### src/hw/rtl/ipc_pkg.sv
// ipc_pkg: types and codes shared by the irrigation pump controller
// holds the item, configuration and state structs and the led and event codes
// depends on nothing
`timescale 1ns / 1ps

package ipc_pkg;

   // configuration register indexes (byte address is 4 times the index)
   localparam int unsigned CsrAddrWidth = 5;
   localparam logic [2:0] REG_HUMIDITY_LOW     = 3'd0;
   localparam logic [2:0] REG_HUMIDITY_HIGH    = 3'd1;
   localparam logic [2:0] REG_TEMPERATURE_LOW  = 3'd2;
   localparam logic [2:0] REG_TEMPERATURE_HIGH = 3'd3;
   localparam logic [2:0] REG_MIN_GAP_MS       = 3'd4;
   localparam logic [2:0] REG_AUTO_MAX_ON_MS   = 3'd5;
   localparam logic [2:0] REG_MANUAL_ON_MS     = 3'd6;

   // led codes
   localparam logic [1:0] LED_STEADY   = 2'd0;
   localparam logic [1:0] LED_IRRIGATE = 2'd1;
   localparam logic [1:0] LED_ALERT    = 2'd2;

   // event codes
   localparam logic [2:0] EVT_NONE           = 3'd0;
   localparam logic [2:0] EVT_AUTO_START     = 3'd1;
   localparam logic [2:0] EVT_START_BLOCKED  = 3'd2;
   localparam logic [2:0] EVT_STOP_NORMAL    = 3'd3;
   localparam logic [2:0] EVT_STOP_ALERT     = 3'd4;
   localparam logic [2:0] EVT_MANUAL_TIMEOUT = 3'd5;

   // one control cycle
   typedef struct packed {
      logic [31:0]        now_ms;
      logic [13:0]        humidity;
      logic signed [14:0] temperature;
      logic               pump_press;
      logic               mode_press;
   } ipc_item_type;

   // thresholds and timings
   typedef struct packed {
      logic [13:0]        humidity_low;
      logic [13:0]        humidity_high;
      logic signed [14:0] temperature_low;
      logic signed [14:0] temperature_high;
      logic [31:0]        min_gap_ms;
      logic [31:0]        auto_max_on_ms;
      logic [31:0]        manual_on_ms;
   } ipc_cfg_type;

   // controller state carried from item to item
   typedef struct packed {
      logic        manual;
      logic        pump;
      logic [1:0]  led;
      logic [2:0]  event_code;
      logic [31:0] stop_time;
      logic [31:0] start_time;
   } ipc_state_type;

endpackage

### src/hw/rtl/ipc_rules.sv
// ipc_rules: next-state logic of the pump controller for one item
// mode toggle, manual pump toggle, then the automatic or manual rules
// depends on ipc_pkg
`timescale 1ns / 1ps

module ipc_rules
   import ipc_pkg::*;
(
   input  ipc_item_type  item,
   input  ipc_cfg_type   cfg,
   input  ipc_state_type state_cur,
   output ipc_state_type state_nxt
);

   logic               manual;
   logic               pump_tgl;
   logic [31:0]        start_tgl;
   logic               dry_or_hot;
   logic               in_range;
   logic               recovered;
   logic [31:0]        gap;
   logic [31:0]        run_len;
   logic [14:0]        hum_dbl;
   logic [14:0]        hum_mid;
   logic signed [15:0] temp_dbl;
   logic signed [15:0] temp_mid;

   // mode toggle and manual pump toggle
   always_comb begin
      manual    = state_cur.manual ^ item.mode_press;
      pump_tgl  = state_cur.pump;
      start_tgl = state_cur.start_time;
      if (manual && item.pump_press) begin
         pump_tgl = ~state_cur.pump;
         if (!state_cur.pump) begin
            start_tgl = item.now_ms;
         end
      end
   end

   // reading tests, midpoints compared on doubled values
   always_comb begin
      dry_or_hot = (item.humidity < cfg.humidity_low) ||
                   (item.temperature > cfg.temperature_high);
      in_range   = (item.humidity >= cfg.humidity_low) &&
                   (item.humidity <= cfg.humidity_high) &&
                   (item.temperature >= cfg.temperature_low) &&
                   (item.temperature <= cfg.temperature_high);
      hum_dbl    = {item.humidity, 1'b0};
      hum_mid    = {1'b0, cfg.humidity_low} + {1'b0, cfg.humidity_high};
      temp_dbl   = {item.temperature, 1'b0};
      temp_mid   = 16'(cfg.temperature_low) + 16'(cfg.temperature_high);
      recovered  = (hum_dbl > hum_mid) && (temp_dbl < temp_mid);
      gap        = item.now_ms - state_cur.stop_time;
      run_len    = item.now_ms - start_tgl;
   end

   // automatic and manual rules
   always_comb begin
      state_nxt            = state_cur;
      state_nxt.manual     = manual;
      state_nxt.pump       = pump_tgl;
      state_nxt.start_time = start_tgl;
      if (!manual) begin
         if (!pump_tgl && dry_or_hot) begin
            if (gap > cfg.min_gap_ms) begin
               state_nxt.pump       = 1'b1;
               state_nxt.led        = LED_IRRIGATE;
               state_nxt.start_time = item.now_ms;
               state_nxt.event_code = EVT_AUTO_START;
            end else begin
               state_nxt.led        = LED_ALERT;
               state_nxt.event_code = EVT_START_BLOCKED;
            end
         end else if (pump_tgl) begin
            if (recovered || (run_len >= cfg.auto_max_on_ms)) begin
               state_nxt.pump      = 1'b0;
               state_nxt.stop_time = item.now_ms;
               if (in_range) begin
                  state_nxt.led        = LED_STEADY;
                  state_nxt.event_code = EVT_STOP_NORMAL;
               end else begin
                  state_nxt.led        = LED_ALERT;
                  state_nxt.event_code = EVT_STOP_ALERT;
               end
            end
         end else begin
            state_nxt.led = LED_STEADY;
         end
      end else begin
         if (pump_tgl && (run_len >= cfg.manual_on_ms)) begin
            state_nxt.pump       = 1'b0;
            state_nxt.event_code = EVT_MANUAL_TIMEOUT;
         end
         state_nxt.led = in_range ? LED_STEADY : LED_ALERT;
      end
   end

endmodule

### src/hw/rtl/irrigation_pump_controller.sv
// irrigation_pump_controller: top level of the irrigation pump controller
// path: an accepted item goes through the input register, the rules logic and the
// result register; it waits in the input register while the result output stalls
// throughput one item per cycle while the result output is not stalled; the state
// update of one item is combinational between the two registers
// reset: synchronous, active high; clears the state, the valid flags and
// loads the threshold and timing registers with their default values
`timescale 1ns / 1ps

module irrigation_pump_controller
   import ipc_pkg::*;
(
   input  logic                    clock,
   input  logic                    reset,
   // item input
   input  logic                    req_tvalid,
   output logic                    req_tready,
   // [0] mode_press, [1] pump_press, [16:2] temperature, [30:17] humidity,
   // [62:31] now_ms, [63] zero
   input  logic [63:0]             req_tdata,
   // result output
   output logic                    rsp_tvalid,
   input  logic                    rsp_tready,
   // [0] manual_mode, [1] pump_on, [3:2] led_code, [6:4] event_code, [7] zero
   output logic [7:0]              rsp_tdata,
   // configuration port
   input  logic                    csr_psel,
   input  logic                    csr_penable,
   input  logic                    csr_pwrite,
   input  logic [CsrAddrWidth-1:0] csr_paddr,
   input  logic [31:0]             csr_pwdata,
   output logic [31:0]             csr_prdata,
   output logic                    csr_pready
);

   ipc_cfg_type   cfg_ff,   cfg_in;
   ipc_state_type state_ff, state_in;
   ipc_state_type state_nxt;
   ipc_item_type  item_ff,  item_in;
   logic          in_valid_ff,  in_valid_in;
   logic          rsp_valid_ff, rsp_valid_in;
   logic [7:0]    rsp_data_ff,  rsp_data_in;
   logic          advance;
   logic          cfg_write;
   logic [2:0]    cfg_index;

   // configuration registers
   assign csr_pready = 1'b1;
   assign cfg_write  = csr_psel && csr_penable && csr_pwrite && csr_pready;
   assign cfg_index  = csr_paddr[CsrAddrWidth-1:2];

   always_comb begin
      cfg_in = cfg_ff;
      if (cfg_write) begin
         case (cfg_index)
            REG_HUMIDITY_LOW:     cfg_in.humidity_low     = csr_pwdata[13:0];
            REG_HUMIDITY_HIGH:    cfg_in.humidity_high    = csr_pwdata[13:0];
            REG_TEMPERATURE_LOW:  cfg_in.temperature_low  = csr_pwdata[14:0];
            REG_TEMPERATURE_HIGH: cfg_in.temperature_high = csr_pwdata[14:0];
            REG_MIN_GAP_MS:       cfg_in.min_gap_ms       = csr_pwdata;
            REG_AUTO_MAX_ON_MS:   cfg_in.auto_max_on_ms   = csr_pwdata;
            REG_MANUAL_ON_MS:     cfg_in.manual_on_ms     = csr_pwdata;
            default:              cfg_in = cfg_ff;
         endcase
      end
   end

   // register read back
   always_comb begin
      case (cfg_index)
         REG_HUMIDITY_LOW:     csr_prdata = {18'd0, cfg_ff.humidity_low};
         REG_HUMIDITY_HIGH:    csr_prdata = {18'd0, cfg_ff.humidity_high};
         REG_TEMPERATURE_LOW:  csr_prdata = 32'(cfg_ff.temperature_low);
         REG_TEMPERATURE_HIGH: csr_prdata = 32'(cfg_ff.temperature_high);
         REG_MIN_GAP_MS:       csr_prdata = cfg_ff.min_gap_ms;
         REG_AUTO_MAX_ON_MS:   csr_prdata = cfg_ff.auto_max_on_ms;
         REG_MANUAL_ON_MS:     csr_prdata = cfg_ff.manual_on_ms;
         default:              csr_prdata = 32'd0;
      endcase
   end

   // input register, refilled while the held item moves on
   assign advance    = in_valid_ff && (!rsp_valid_ff || rsp_tready);
   assign req_tready = !in_valid_ff || advance;

   always_comb begin
      in_valid_in = in_valid_ff;
      item_in     = item_ff;
      if (req_tready) begin
         in_valid_in = req_tvalid;
         item_in     = ipc_item_type'(req_tdata[62:0]);
      end
   end

   // rules for the held item
   ipc_rules u_rules (
      .item      (item_ff),
      .cfg       (cfg_ff),
      .state_cur (state_ff),
      .state_nxt (state_nxt)
   );

   // state and result register
   always_comb begin
      state_in     = state_ff;
      rsp_valid_in = rsp_valid_ff;
      rsp_data_in  = rsp_data_ff;
      if (rsp_tready) begin
         rsp_valid_in = 1'b0;
      end
      if (advance) begin
         state_in     = state_nxt;
         rsp_valid_in = 1'b1;
         rsp_data_in  = {1'b0, state_nxt.event_code, state_nxt.led,
                         state_nxt.pump, state_nxt.manual};
      end
   end

   assign rsp_tvalid = rsp_valid_ff;
   assign rsp_tdata  = rsp_data_ff;

   always_ff @(posedge clock) begin
      if (reset) begin
         cfg_ff.humidity_low     <= 14'd3000;
         cfg_ff.humidity_high    <= 14'd7000;
         cfg_ff.temperature_low  <= 15'sd1800;
         cfg_ff.temperature_high <= 15'sd3500;
         cfg_ff.min_gap_ms       <= 32'd60000;
         cfg_ff.auto_max_on_ms   <= 32'd10000;
         cfg_ff.manual_on_ms     <= 32'd5000;
         state_ff.manual         <= 1'b0;
         state_ff.pump           <= 1'b0;
         state_ff.led            <= LED_STEADY;
         state_ff.event_code     <= EVT_NONE;
         state_ff.stop_time      <= 32'd0;
         state_ff.start_time     <= 32'd0;
         in_valid_ff             <= 1'b0;
         rsp_valid_ff            <= 1'b0;
      end else begin
         cfg_ff       <= cfg_in;
         state_ff     <= state_in;
         in_valid_ff  <= in_valid_in;
         rsp_valid_ff <= rsp_valid_in;
      end
      item_ff     <= item_in;
      rsp_data_ff <= rsp_data_in;
   end

   // a processed item always leaves a result behind
   assert property (@(posedge clock) disable iff (reset) advance |=> rsp_valid_ff)
      else $error("processed item produced no result");

   // a held item that cannot move on stays held
   assert property (@(posedge clock) disable iff (reset)
      (in_valid_ff && !advance) |=> in_valid_ff)
      else $error("stalled item dropped");

   // manual mode never shows watering
   assert property (@(posedge clock) disable iff (reset)
      state_ff.manual |-> (state_ff.led != LED_IRRIGATE))
      else $error("watering led in manual mode");

   // an automatic pump start is logged as such
   assert property (@(posedge clock) disable iff (reset)
      (advance && !state_ff.pump && state_nxt.pump && !state_nxt.manual)
         |-> (state_nxt.event_code == EVT_AUTO_START))
      else $error("automatic start without start event");

endmodule

### config.mk
export PLATFORM = sky130hd
export DESIGN_NAME = irrigation_pump_controller
export DESIGN_NICKNAME = d
export VERILOG_FILES = /design/src/hw/rtl/ipc_pkg.sv /design/src/hw/rtl/ipc_rules.sv /design/src/hw/rtl/irrigation_pump_controller.sv
export SDC_FILE = /design/constraint.sdc
export NUM_CORES = 1
export LEC_CHECK = 0
export BUFFER_PORTS_ARGS = -buffer_cell sky130_fd_sc_hd__buf_2
export CAP_MARGIN = 20
export CORE_MARGIN = 1
export CORE_UTILIZATION = 50
export DETAILED_ROUTE_END_ITERATION = 8
export PLACE_DENSITY = 0.68
export SYNTH_ARGS = -nofsm -noshare
export SYNTH_HDL_FRONTEND = slang
export SYNTH_SLANG_ARGS = --single-unit
### constraint.sdc
create_clock -name clock -period 9.6 [get_ports clock]
set_clock_uncertainty 0.05 [all_clocks]
set_input_delay 2.4 -clock clock [delete_from_list [all_inputs] [get_ports clock]]
set_output_delay 2.4 -clock clock [all_outputs]
set_load 0.005 [all_outputs]
## After elaboration in Yosys (flattened, before gate mapping)

Index checks and enable logic that the tools add are counted.

- Output and inout port bits: 43
- Bits of input ports: 108
- Word-level logic and storage cells: 94
- Register bits: 297

- Bitwise logic cells: 4
- Add/sub/neg operators: 4
- Multiplexer cells: 21
- Magnitude comparators: 11
- Reductions and logical operators: 27
- Equality and inequality tests: 6

Operator list:

| operator | number |
|---|---|
| 32-bit case mux with 7 select lines | 1 |
| 32-bit two-way mux | 5 |
| 32-bit >= comparator | 2 |
| 32-bit subtractor | 2 |
| 38-bit two-way mux | 1 |
| 35-bit two-way mux | 1 |
| 32-bit greater-than comparator | 1 |
| 15-bit greater-than comparator | 2 |
| 15-bit by 15-bit adder with 16-bit output | 1 |
| 16-bit < comparator | 1 |
| 14-bit by 14-bit adder with 15-bit output | 1 |
| 15-bit >= comparator | 1 |
| 15-bit less-or-equal comparator | 1 |
| 14-bit >= comparator | 1 |
| 14-bit less-or-equal comparator | 1 |
| 14-bit < comparator | 1 |
| 2-bit AND reduction | 7 |
| 6-bit two-way mux | 2 |
| 1-bit logical AND | 10 |
| 5-bit two-way mux | 2 |
| 3-bit equality test, second input constant | 3 |
| 3-bit by 2-bit equality test with 1-bit output, second input constant | 2 |
| 1-bit two-way mux | 6 |
| 5-bit AND reduction | 1 |
| other kinds (9) | 17 |

## Depth between registers and ports, before layout

Gate-level depths: netlist (run 1).

- Depth in word-level cells: 10
- Gate-level depth with buffers: 31
- Mapped depth without buffers: 28

## Hierarchy

A second synthesis (run 1) with hierarchy kept.

- Cells, all modules: 2558
- Area total of the unflattened synthesis: 22286.4 um2

By module, submodules not included:

| module | area an instance (um2) | instances | seq. area each (um2) | cells an instance |
|---|---|---|---|---|
| irrigation_pump_controller | 12196.7 | 1 | 6646.4 | 1181 |
| ipc_rules | 10089.7 | 1 | 0.0 | 1377 |

## Least setup slack after synthesis (run 1)

Ideal clock, no wire load.

- Path kind: input port to output port
- Start point: input rsp_tready
- End point: output req_tready
- Setup slack: 3.319 ns
- Buffers on the path: 0
- Cell stages on the path: 2
- Data required time: 7.150 ns
- Arrival: 3.831 ns
- Path through: nor2b_1 > nand2_1

- Cells in the longest elaborated chain, start to end: 3

Ends and longest elaborated chain:

| item | line | RTL |
|---|---|---|
| start, declared | irrigation_pump_controller.sv:23 | `input logic rsp_tready,` |
| 1-bit logical OR | irrigation_pump_controller.sv:83 | `assign advance = in_valid_ff && (!rsp_valid_ff \|\| rsp_tready);` |
| 1-bit logical AND | irrigation_pump_controller.sv:83 |  |
| 1-bit logical OR | irrigation_pump_controller.sv:84 | `assign req_tready = !in_valid_ff \|\| advance;` |
| end, declared | irrigation_pump_controller.sv:17 | `output logic req_tready,` |

Every way passes these cells.

==> results of run 1 <==
## layout make-up
cell class              count  share of cell area, %
clock inverters            15                 0.6252
multi-input cells        1835                  55.63
clock buffers              52                  4.490
inverters                 234                  3.784
repair buffers            162                  3.967
flip-flops and latches    297                  28.63
well taps                 532                  2.867
diodes                      1                0.01078
## report_power, final
| part | leakage (uW) | internal [uW] | total [uW] | switching [uW] |
|---|---|---|---|---|
| Combinational | 0.00658 | 354 | 851 | 496 |
| Sequential | 0.00257 | 1320 | 1360 | 38.9 |
| Clock | 0.000578 | 793 | 1360 | 569 |
## cells in the final DEF (no fill, tap or decap), types with 21 or more instances in the layout
master,Yosys,layout
inv_1,232,232
nand2_1,413,412
mux2i_1,120,120
edfxtp_1,70,70
nand2b_1,21,21
o211ai_1,54,54
nand3_1,25,25
nor3_1,24,23
a21o_1,98,98
buf_2,4,144
dfxtp_1,227,227
nor2_1,106,106
clkbuf_16,0,37
xnor2_1,59,59
xor2_1,25,25
a21oi_1,238,238
nor2b_1,29,28
ha_1,269,269
o21ai_0,94,94
nand4_1,34,34
## cell families after synthesis
kind of cell | synth area share (%)
adder cells (fa/ha/maj) | 16.57
XOR/XNOR | 3.670
other | 0.03611
multiplexers | 7.888
AND/OR/NAND/NOR | 14.79
AO/OA/AOI/OAI | 18.96
flip-flops | 31.96
buffers and inverters | 6.125
## registers in the layout, summed over array words and instances (netlist names)
signal       cells
cfg_ff         154
in_valid_ff      1
item_ff         63
rsp_tdata        7
rsp_tvalid       1
state_ff        71
## critical path: stages, from the launching register on
cell and delay [ns]:
edfxtp_1 0.46, xnor2_4 0.36, inv_2 0.20, nand2b_1 0.37, o21ai_0 0.14, ha_1 0.24
inv_1 0.10, ha_1 0.30, o21ai_0 0.17, a211oi_1 0.41, o2111ai_1 0.30, o2111a_1 0.34
nor3_1 0.33, nor2_1 0.12, o21ai_1 0.27, xor2_1 0.32, ha_1 0.30, nand4_1 0.11
nor2_1 0.06, a2111oi_0 0.37, a21oi_1 0.14, a2111oi_0 0.36, o2bb2ai_1 0.37, o22ai_2 0.22
o21ba_2 0.28, o31ai_1 0.31, a21oi_1 0.12
## per-layer routing
| metal | wire length (um) | up-vias |
|---|---|---|
| li1 | - | 8861 |
| met1 | 26540 | 8519 |
| met2 | 27070 | 598 |
| met3 | 4017 | 120 |
| met4 | 1754 | 4 |
| met5 | 31 | - |
## final timing paths
path | endpoint | slack [ns] | cells past startpoint
worst max-delay path | rsp_tdata[4] | 2.20 | 26
worst min-delay path | state_ff[14] | 0.41 | 2
worst max register to register | rsp_tdata[4] | 2.20 | 26
worst min register to register | state_ff[14] | 0.41 | 2
## through the flow
step,utilization [%],area [um2]
final,56.73,23210
after floorplan,-,20800
after global routing,56.72,23210
after detailed placement,53.65,21960
after CTS,56.56,23140
after global placement,53.59,21930
==> summary.md, run 1 <==
| Metric | Value |
|---|---|
| Status | complete, no violations |
| Final Hold Viols | 0 |
| Fin Setup TNS | 0 ns |
| CP startpoint kind | flip-flop |
| Drt pass-1 iters | 8 |
| Remaining DRCs | 0 |
| Worst setup path class | flip-flop to flip-flop |
| Area Overhead vs Synth | 11.63% |
| Clock Path Buffers | 3 |
| Maximum fanout along the worst path | 12 |
| Total number of vias | 18100 |
| Total congestion overflow | 0 |
| Seq/Total Area, Yosys | 31.96% |
| Predominant post-synthesis flop cell | dfxtp_1 |
| CTS Sinks | 297 |
| M1 GR Usage | 37.48% |
| Post-cts sizing count | 0 |
| Die Wd | 205.9 um |
| Rel. slew slack | 23.88% |
| Fin crit share | 77.13% |
| Final min period | 7.404 ns |
| First-pass GRT wire length | 91.47 mm |
| Worst Hold Slack | 0.4069 ns |
| Avg Inst Size Synth | 8.447 um2 |
| IO buf count | 145 |
| Routed WL | 59.41 mm |
| Fin. max-slew vios | 0 |
| Setup WS post-layout | 2.196 ns |
| Ports | 151 |
| Power per standard cell area | 153.9 nW/um2 |
| Placed cells | 3057 |
| RSZ-0062 raised after global routing | no |
| Yosys reg bits | 297 |
| Num rows | 74 |
| Least-Margin Pin Slew | 1.142 ns |
| Worst endpoint required time | 9.83 ns |
| Clock tree from TritonCTS | done |
| Worst slack, placed | 2.086 ns |
| Core area | 40920 um2 |
| Critical path data arrival time | 7.63 ns |
| Crit path launch | item_ff[0] |
| Fmax | 135.1 MHz |
| Clk root buf | clkbuf_16 |
| Antenna violations before repair | 2 |
| HPWL Detailed | 44.61 mm |
| Die Span Y | 205.9 um |
| Final setup viols | 0 |
| Multi-input logic area | 12910 um2 |
| Largest net degree at the start of global routing | 99 |
| Vias in the first global route | 17080 |
| Hold Crit Class | flip-flop to flip-flop |
| Post-synth EDFFs | 70 |
| Clock Pin Slew Worst Setup and Hold Paths | 0.06 ns |
| Synth warn | 0 |
| Ys async rst share | 0% |
| Total CTS buffers | 37 |
| Top Usage Layer GRT | met2 |
| Initial core utilization | 50.82% |
| Reg area | 6646 um2 |
| Die ar. | 42410 um2 |
| Worst r2r src | item_ff[0] |
| Final total power | 3572 uW |
| Post-synth top area cell | dfxtp_1 |
| GRT Util Overall | 27.76% |
| Hold path start | state_ff[14] |
| Pleak | 0.009728 uW |
| Synthesized instance count | 2462 |
| Peak VDD IR | 0.0001175 V |
| Max-capacitance violation count | 0 |
| Syn nets | 2842 |
| Layout Cells excl Fill | 3128 |
| GR Util met2 | 45.07% |
| CTS H-tree lvls | 2 |
| Number of setup buffers added after CTS | 0 |
| Grt met3 use | 4.257% |
| Worst-Skew Late Latency | 0.57 ns |
| Synth top area share | 21.85% |
| Fill count | 3770 |
| Netlist Area Pre-Place | 20800 um2 |
| Iter 0 DRT Violations | 1217 |
| Post-layout net count | 2947 |
| Final Wtd Congestion | 0.9348 |
| ANT nets after route | 0 |
| Distinct cells, synth | 82 |
| Via density | 5.787 |
| WL per Instance | 18.99 um |
| Crit end category | flip-flop |
| Post-synth top cells | 413 x nand2_1, 269 x ha_1, 238 x a21oi_1 |
| Post-CTS Hold Fix Bufs | 0 |
| Most common cell in the netlist | nand2_1 |
| Synth top area cells | dfxtp_1 22%, ha_1 16%, edfxtp_1 10% |
| Share of cells above drive strength 1 | 10.64% |
(Power assumes the default switching activity.)
==> inputs of run 2 (changes only) <==
--- a/config.mk
+++ b/config.mk
@@ -10,7 +10,7 @@
 export CORE_MARGIN = 1
 export CORE_UTILIZATION = 50
 export DETAILED_ROUTE_END_ITERATION = 8
-export PLACE_DENSITY = 0.68
+export PLACE_DENSITY = 0.71
 export SYNTH_ARGS = -nofsm -noshare
 export SYNTH_HDL_FRONTEND = slang
 export SYNTH_SLANG_ARGS = --single-unit
==> constraint.sdc (replaced) <==
create_clock -name clock -period 6.7 [get_ports clock]
set_clock_uncertainty 0.05 [all_clocks]
set_input_delay 1.675 -clock clock [delete_from_list [all_inputs] [get_ports clock]]
set_output_delay 1.675 -clock clock [all_outputs]
set_load 0.005 [all_outputs]
==> summary.md, run 2 (same netlist as run 1, synthesis figures left out) <==
| Metric | Value |
|---|---|
| Clock Pin Slew Worst Setup and Hold Paths | 0.06 ns |
| Total CTS buffers | 37 |
| Fin crit share | 94.43% |
| Via density | 5.783 |
| Final Wtd Congestion | 0.9511 |
| Hold Crit Class | flip-flop to flip-flop |
| Setup WS post-layout | 0.3729 ns |
| Internal reg-to-reg setup slack | 0.37 ns |
| Vias in the first global route | 17230 |
| Clk root buf | clkbuf_16 |
| Iter 0 DRT Violations | 1310 |
| Fin Setup TNS | 0 ns |
| Commonest non-fill, non-tap cell in the layout | nand2_1 |
| ANT nets after route | 0 |
| Ports | 151 |
| First-pass GRT wire length | 92.96 mm |
| Fin. max-slew vios | 0 |
| Critical Path Max Stage Delay | 0.50 ns |
| GRT Util Overall | 28.31% |
| Worst setup path class | flip-flop to flip-flop |
| Layout Cells excl Fill | 3147 |
| Area Overhead vs Synth | 12.41% |
| RSZ-0062 raised after global routing | no |
| Die Wd | 205.9 um |
| Crit end category | flip-flop |
| Biggest register | cfg_ff |
| Clock tree from TritonCTS | done |
| Maximum fanout along the worst path | 7 |
| Critical path data arrival time | 6.59 ns |
| CP startpoint kind | flip-flop |
| Antenna violations before repair | 2 |
| Max-capacitance violation count | 0 |
| Final min period | 6.327 ns |
| Fmax | 158.1 MHz |
| Slowest library cell on the worst path | or4_1 |
| Worst-Skew Late Latency | 0.57 ns |
| Util after Layout | 57.12% |
| Max reg flops | 154 |
| Worst slack, placed | 0.2390 ns |
| Most frequent CP cell | a21oi_1 |
| Drt pass-1 iters | 5 |
| CTS H-tree lvls | 2 |
| Die Span Y | 205.9 um |
| Pleak | 0.009820 uW |
| Final Hold Viols | 0 |
| Clock Path Buffers | 3 |
| Worst Hold Slack | 0.4074 ns |
| Peak VDD IR | 0.0001936 V |
| Least-Margin Pin Slew | 1.061 ns |
| WL per Instance | 19.22 um |
| Remaining DRCs | 0 |
| Number of setup buffers added after CTS | 0 |
| Total congestion overflow | 0 |
| Initial core utilization | 50.82% |
| Die ar. | 42410 um2 |
| Post-layout net count | 2966 |
| Post-cts sizing count | 0 |
| Largest regs | cfg_ff: 154 flops, state_ff: 71 flops, item_ff: 63 flops |
| HPWL Detailed | 45.70 mm |
| Total number of vias | 18200 |
| Post-CTS Hold Fix Bufs | 0 |
| CTS Sinks | 297 |
| Most frequent cells in the layout | 412 x nand2_1, 269 x ha_1, 238 x a21oi_1 |
| Multi-input logic area | 12960 um2 |
| Core area | 40920 um2 |
| Share of cells above drive strength 1 | 11.44% |
| Final setup viols | 0 |
| Num rows | 74 |
| Placed cells | 3079 |
| Fill count | 3762 |
| Reg area | 6646 um2 |
| Largest net degree at the start of global routing | 96 |
| Routed WL | 60.50 mm |
| IO buf count | 145 |
| Status | complete, no violations |
| Worst endpoint required time | 6.96 ns |
| Rel. slew slack | 29.28% |
| Power per standard cell area | 221.0 nW/um2 |
-- run 2: through the flow --
stage | total power [uW] | instance area (um2)
floorplan | 2829 | 20800
global placement | 3174 | 22100
detailed placement | 3216 | 22150
CTS | 5187 | 23320
global route | 5406 | 23370
finish | 5167 | 23380
-- run 2: final cells by class --
type	instances	share of cell area, %
Antenna cell	1	0.01070
Clock buffer	51	4.357
Clock inverter	16	0.6583
Inverter	234	3.757
Multi-Input combinational cell	1835	55.43
Sequential cell	297	28.43
Tap cell	532	2.847
Timing Repair Buffer	181	4.512
-- run 2: path summary, 6_finish.rpt --
| path | startpoint | endpoint | cells past startpoint |
|---|---|---|---|
| worst max-delay path | item_ff[0] | rsp_tdata[4] | 26 |
| worst min-delay path | state_ff[10] | state_ff[10] | 2 |
| worst max register to register | item_ff[0] | rsp_tdata[4] | 26 |
| worst min register to register | state_ff[10] | state_ff[10] | 2 |
-- run 2: worst max-delay path: cells and delay by family (launching register included) --
family	cells	cell delay [ns]
simple gates	5	0.96
xor+xnor	2	0.39
compound gates	15	3.22
mux	1	0.20
flops	1	0.48
buf+inv	1	0.18
fa+ha+maj	2	0.61
-- run 2: power breakdown --
group	leakage (uW)	switching, uW	internal [uW]
Clock	0.000573	813	1140
Sequential	0.00257	53.9	1890
Combinational	0.00668	733	531
-- run 2: routing by layer --
metal / part of all wire, % / vias to the layer above / global-route usage [%]
met3: 6.2 / 105 / 3.390
met2: 46 / 581 / 47.27
met4: 3.6 / 0 / 11.11
met5: 0 / - / 0
li1: - / 8898 / -
met1: 44 / 8615 / 37.10
==> inputs of run 3 (changes only) <==
--- a/config.mk
+++ b/config.mk
@@ -10,7 +10,7 @@
 export CORE_MARGIN = 1
 export CORE_UTILIZATION = 50
 export DETAILED_ROUTE_END_ITERATION = 8
-export PLACE_DENSITY = 0.71
+export PLACE_DENSITY = 0.7
 export SYNTH_ARGS = -nofsm -noshare
 export SYNTH_HDL_FRONTEND = slang
 export SYNTH_SLANG_ARGS = --single-unit
==> summary.md, run 3 (same netlist as run 1, synthesis figures left out) <==
| Metric | Value |
|---|---|
| Status | complete, no violations |
| Biggest register | cfg_ff |
| Ports | 151 |
| Rel. slew slack | 31.56% |
| First-pass GRT wire length | 92.58 mm |
| Die Wd | 205.9 um |
| Worst Hold Slack | 0.4053 ns |
| Peak VDD IR | 0.0001944 V |
| Worst-Skew Late Latency | 0.56 ns |
| Vias in the first global route | 17270 |
| Power per standard cell area | 219.0 nW/um2 |
| Largest net degree at the start of global routing | 78 |
| Share of cells above drive strength 1 | 11.32% |
| Least-Margin Pin Slew | 1.027 ns |
| Clk root buf | clkbuf_16 |
| Iter 0 DRT Violations | 1206 |
| Max-capacitance violation count | 0 |
| Area Overhead vs Synth | 12.21% |
| Clock Pin Slew Worst Setup and Hold Paths | 0.05 ns |
| Largest regs | cfg_ff: 154 flops, state_ff: 71 flops, item_ff: 63 flops |
| Most frequent cells in the layout | 412 x nand2_1, 269 x ha_1, 238 x a21oi_1 |
| Total number of vias | 18120 |
| WL per Instance | 19.07 um |
| Fmax | 155.2 MHz |
| Num rows | 74 |
| Max reg flops | 154 |
| Critical path data arrival time | 6.87 ns |
| Fin crit share | 96.17% |
| RSZ-0062 raised after global routing | no |
| Antenna violations before repair | 1 |
| Final min period | 6.443 ns |
| Commonest non-fill, non-tap cell in the layout | nand2_1 |
| Maximum fanout along the worst path | 32 |
| GRT Util Overall | 28.15% |
| Hold Crit Class | flip-flop to flip-flop |
| CTS H-tree lvls | 2 |
| Routed WL | 60.02 mm |
| Crit end category | flip-flop |
| Via density | 5.756 |
| Total CTS buffers | 37 |
| Fin Setup TNS | 0 ns |
| Pleak | 0.009796 uW |
| Number of setup buffers added after CTS | 0 |
| Initial core utilization | 50.82% |
| CP startpoint kind | flip-flop |
| IO buf count | 145 |
| Die ar. | 42410 um2 |
| Worst endpoint required time | 7.12 ns |
| Final setup viols | 0 |
| Clock Path Buffers | 3 |
| Post-layout net count | 2965 |
| Total congestion overflow | 0 |
| Remaining DRCs | 0 |
| Reg2reg path depth | 24 |
| HPWL Detailed | 45.53 mm |
| CTS Sinks | 297 |
| Core area | 40920 um2 |
| Final Hold Viols | 0 |
| Hold Path Stages | 2 |
| Fill count | 3773 |
| ANT nets after route | 0 |
| Final Wtd Congestion | 0.9119 |
| Worst setup path class | flip-flop to flip-flop |
| Drt pass-1 iters | 6 |
| Fin. max-slew vios | 0 |
| Die Span Y | 205.9 um |
| Clock tree from TritonCTS | done |
[run 3: changes by cell type in the layout (fill, tap and decap cells not counted), moves of 2 or more]
cell	previous run	this run
a2111oi_1	0	2
buf_4	33	31
bufinv_16	2	0
clkbuf_1	10	8
clkbuf_16	37	39
clkinv_1	4	8
clkinv_8	2	0
clkinvlp_4	1	3
[run 3: cell type report]
class | instances | area [um2] | area share [%]
clock inverters | 18 | 91.34 | 0.3914
repair buffers | 180 | 1051 | 4.504
diodes | 1 | 2.502 | 0.01072
inverters | 234 | 878.3 | 3.764
clock buffers | 50 | 1047 | 4.488
multi-input cells | 1835 | 12950 | 55.51
well taps | 532 | 665.6 | 2.852
flip-flops and latches | 297 | 6646 | 28.48
[run 3: what timing repair did]
item / CTS / global route
hold buffers: 0 / 0
endpoints found under the setup margin: 0 / 74
resized for setup: 0 / 11
[run 3: worst paths after layout]
check / startpoint / endpoint / slack (ns)
max reg2reg: item_ff[31] / state_ff[17] / 0.26
min: state_ff[10] / state_ff[10] / 0.41
min reg2reg: state_ff[10] / state_ff[10] / 0.41
max: item_ff[31] / state_ff[17] / 0.26
[run 3: stage by stage]
stage / cell area [um2] / utilization [%] / power, uW / worst slack (ns) / instances
global route: 23330 / 57.02 / 5365 / 0.005416 / 3146
floorplan: 20800 / - / 2829 / 0.7348 / 2462
global placement: 22080 / 53.96 / 3178 / 0.3456 / 3075
finish: 23340 / 57.02 / 5111 / 0.2568 / 3147
detailed placement: 22110 / 54.03 / 3211 / 0.1948 / 3076
CTS: 23250 / 56.81 / 5129 / 0.1551 / 3144
[run 3: worst max-delay path, stage by stage (launching register included)]
cell and delay, ns:
edfxtp_1 0.42, inv_1 0.12, ha_1 0.19, inv_1 0.06, fa_1 0.42, a21o_1 0.19, a21oi_1 0.27, o21ai_0 0.20
a311oi_1 0.43, nor2_1 0.19, a2111oi_1 0.63, o41a_1 0.33, o21bai_1 0.08, a21oi_1 0.17, xnor2_1 0.11, ha_1 0.29
nand4_1 0.11, nor2_1 0.37, and3_1 0.27, o211ai_1 0.09, and3_1 0.25, nor4b_2 0.30, o21a_2 0.17, buf_6 0.35
mux2i_1 0.27
[run 3: where the power goes]
group          switching [uW]  total (uW)  internal, uW
clock                     815        1910          1100
sequential               53.6        1950          1890
combinational             727        1250           527
total                    1600        5110          3520
[run 3: per-layer routing]
metal	track usage (%)	part of all wire, %
met1	37.28	45
met2	46.03	46
met3	4.178	6.3
met4	10.87	3.3
met5	0	0
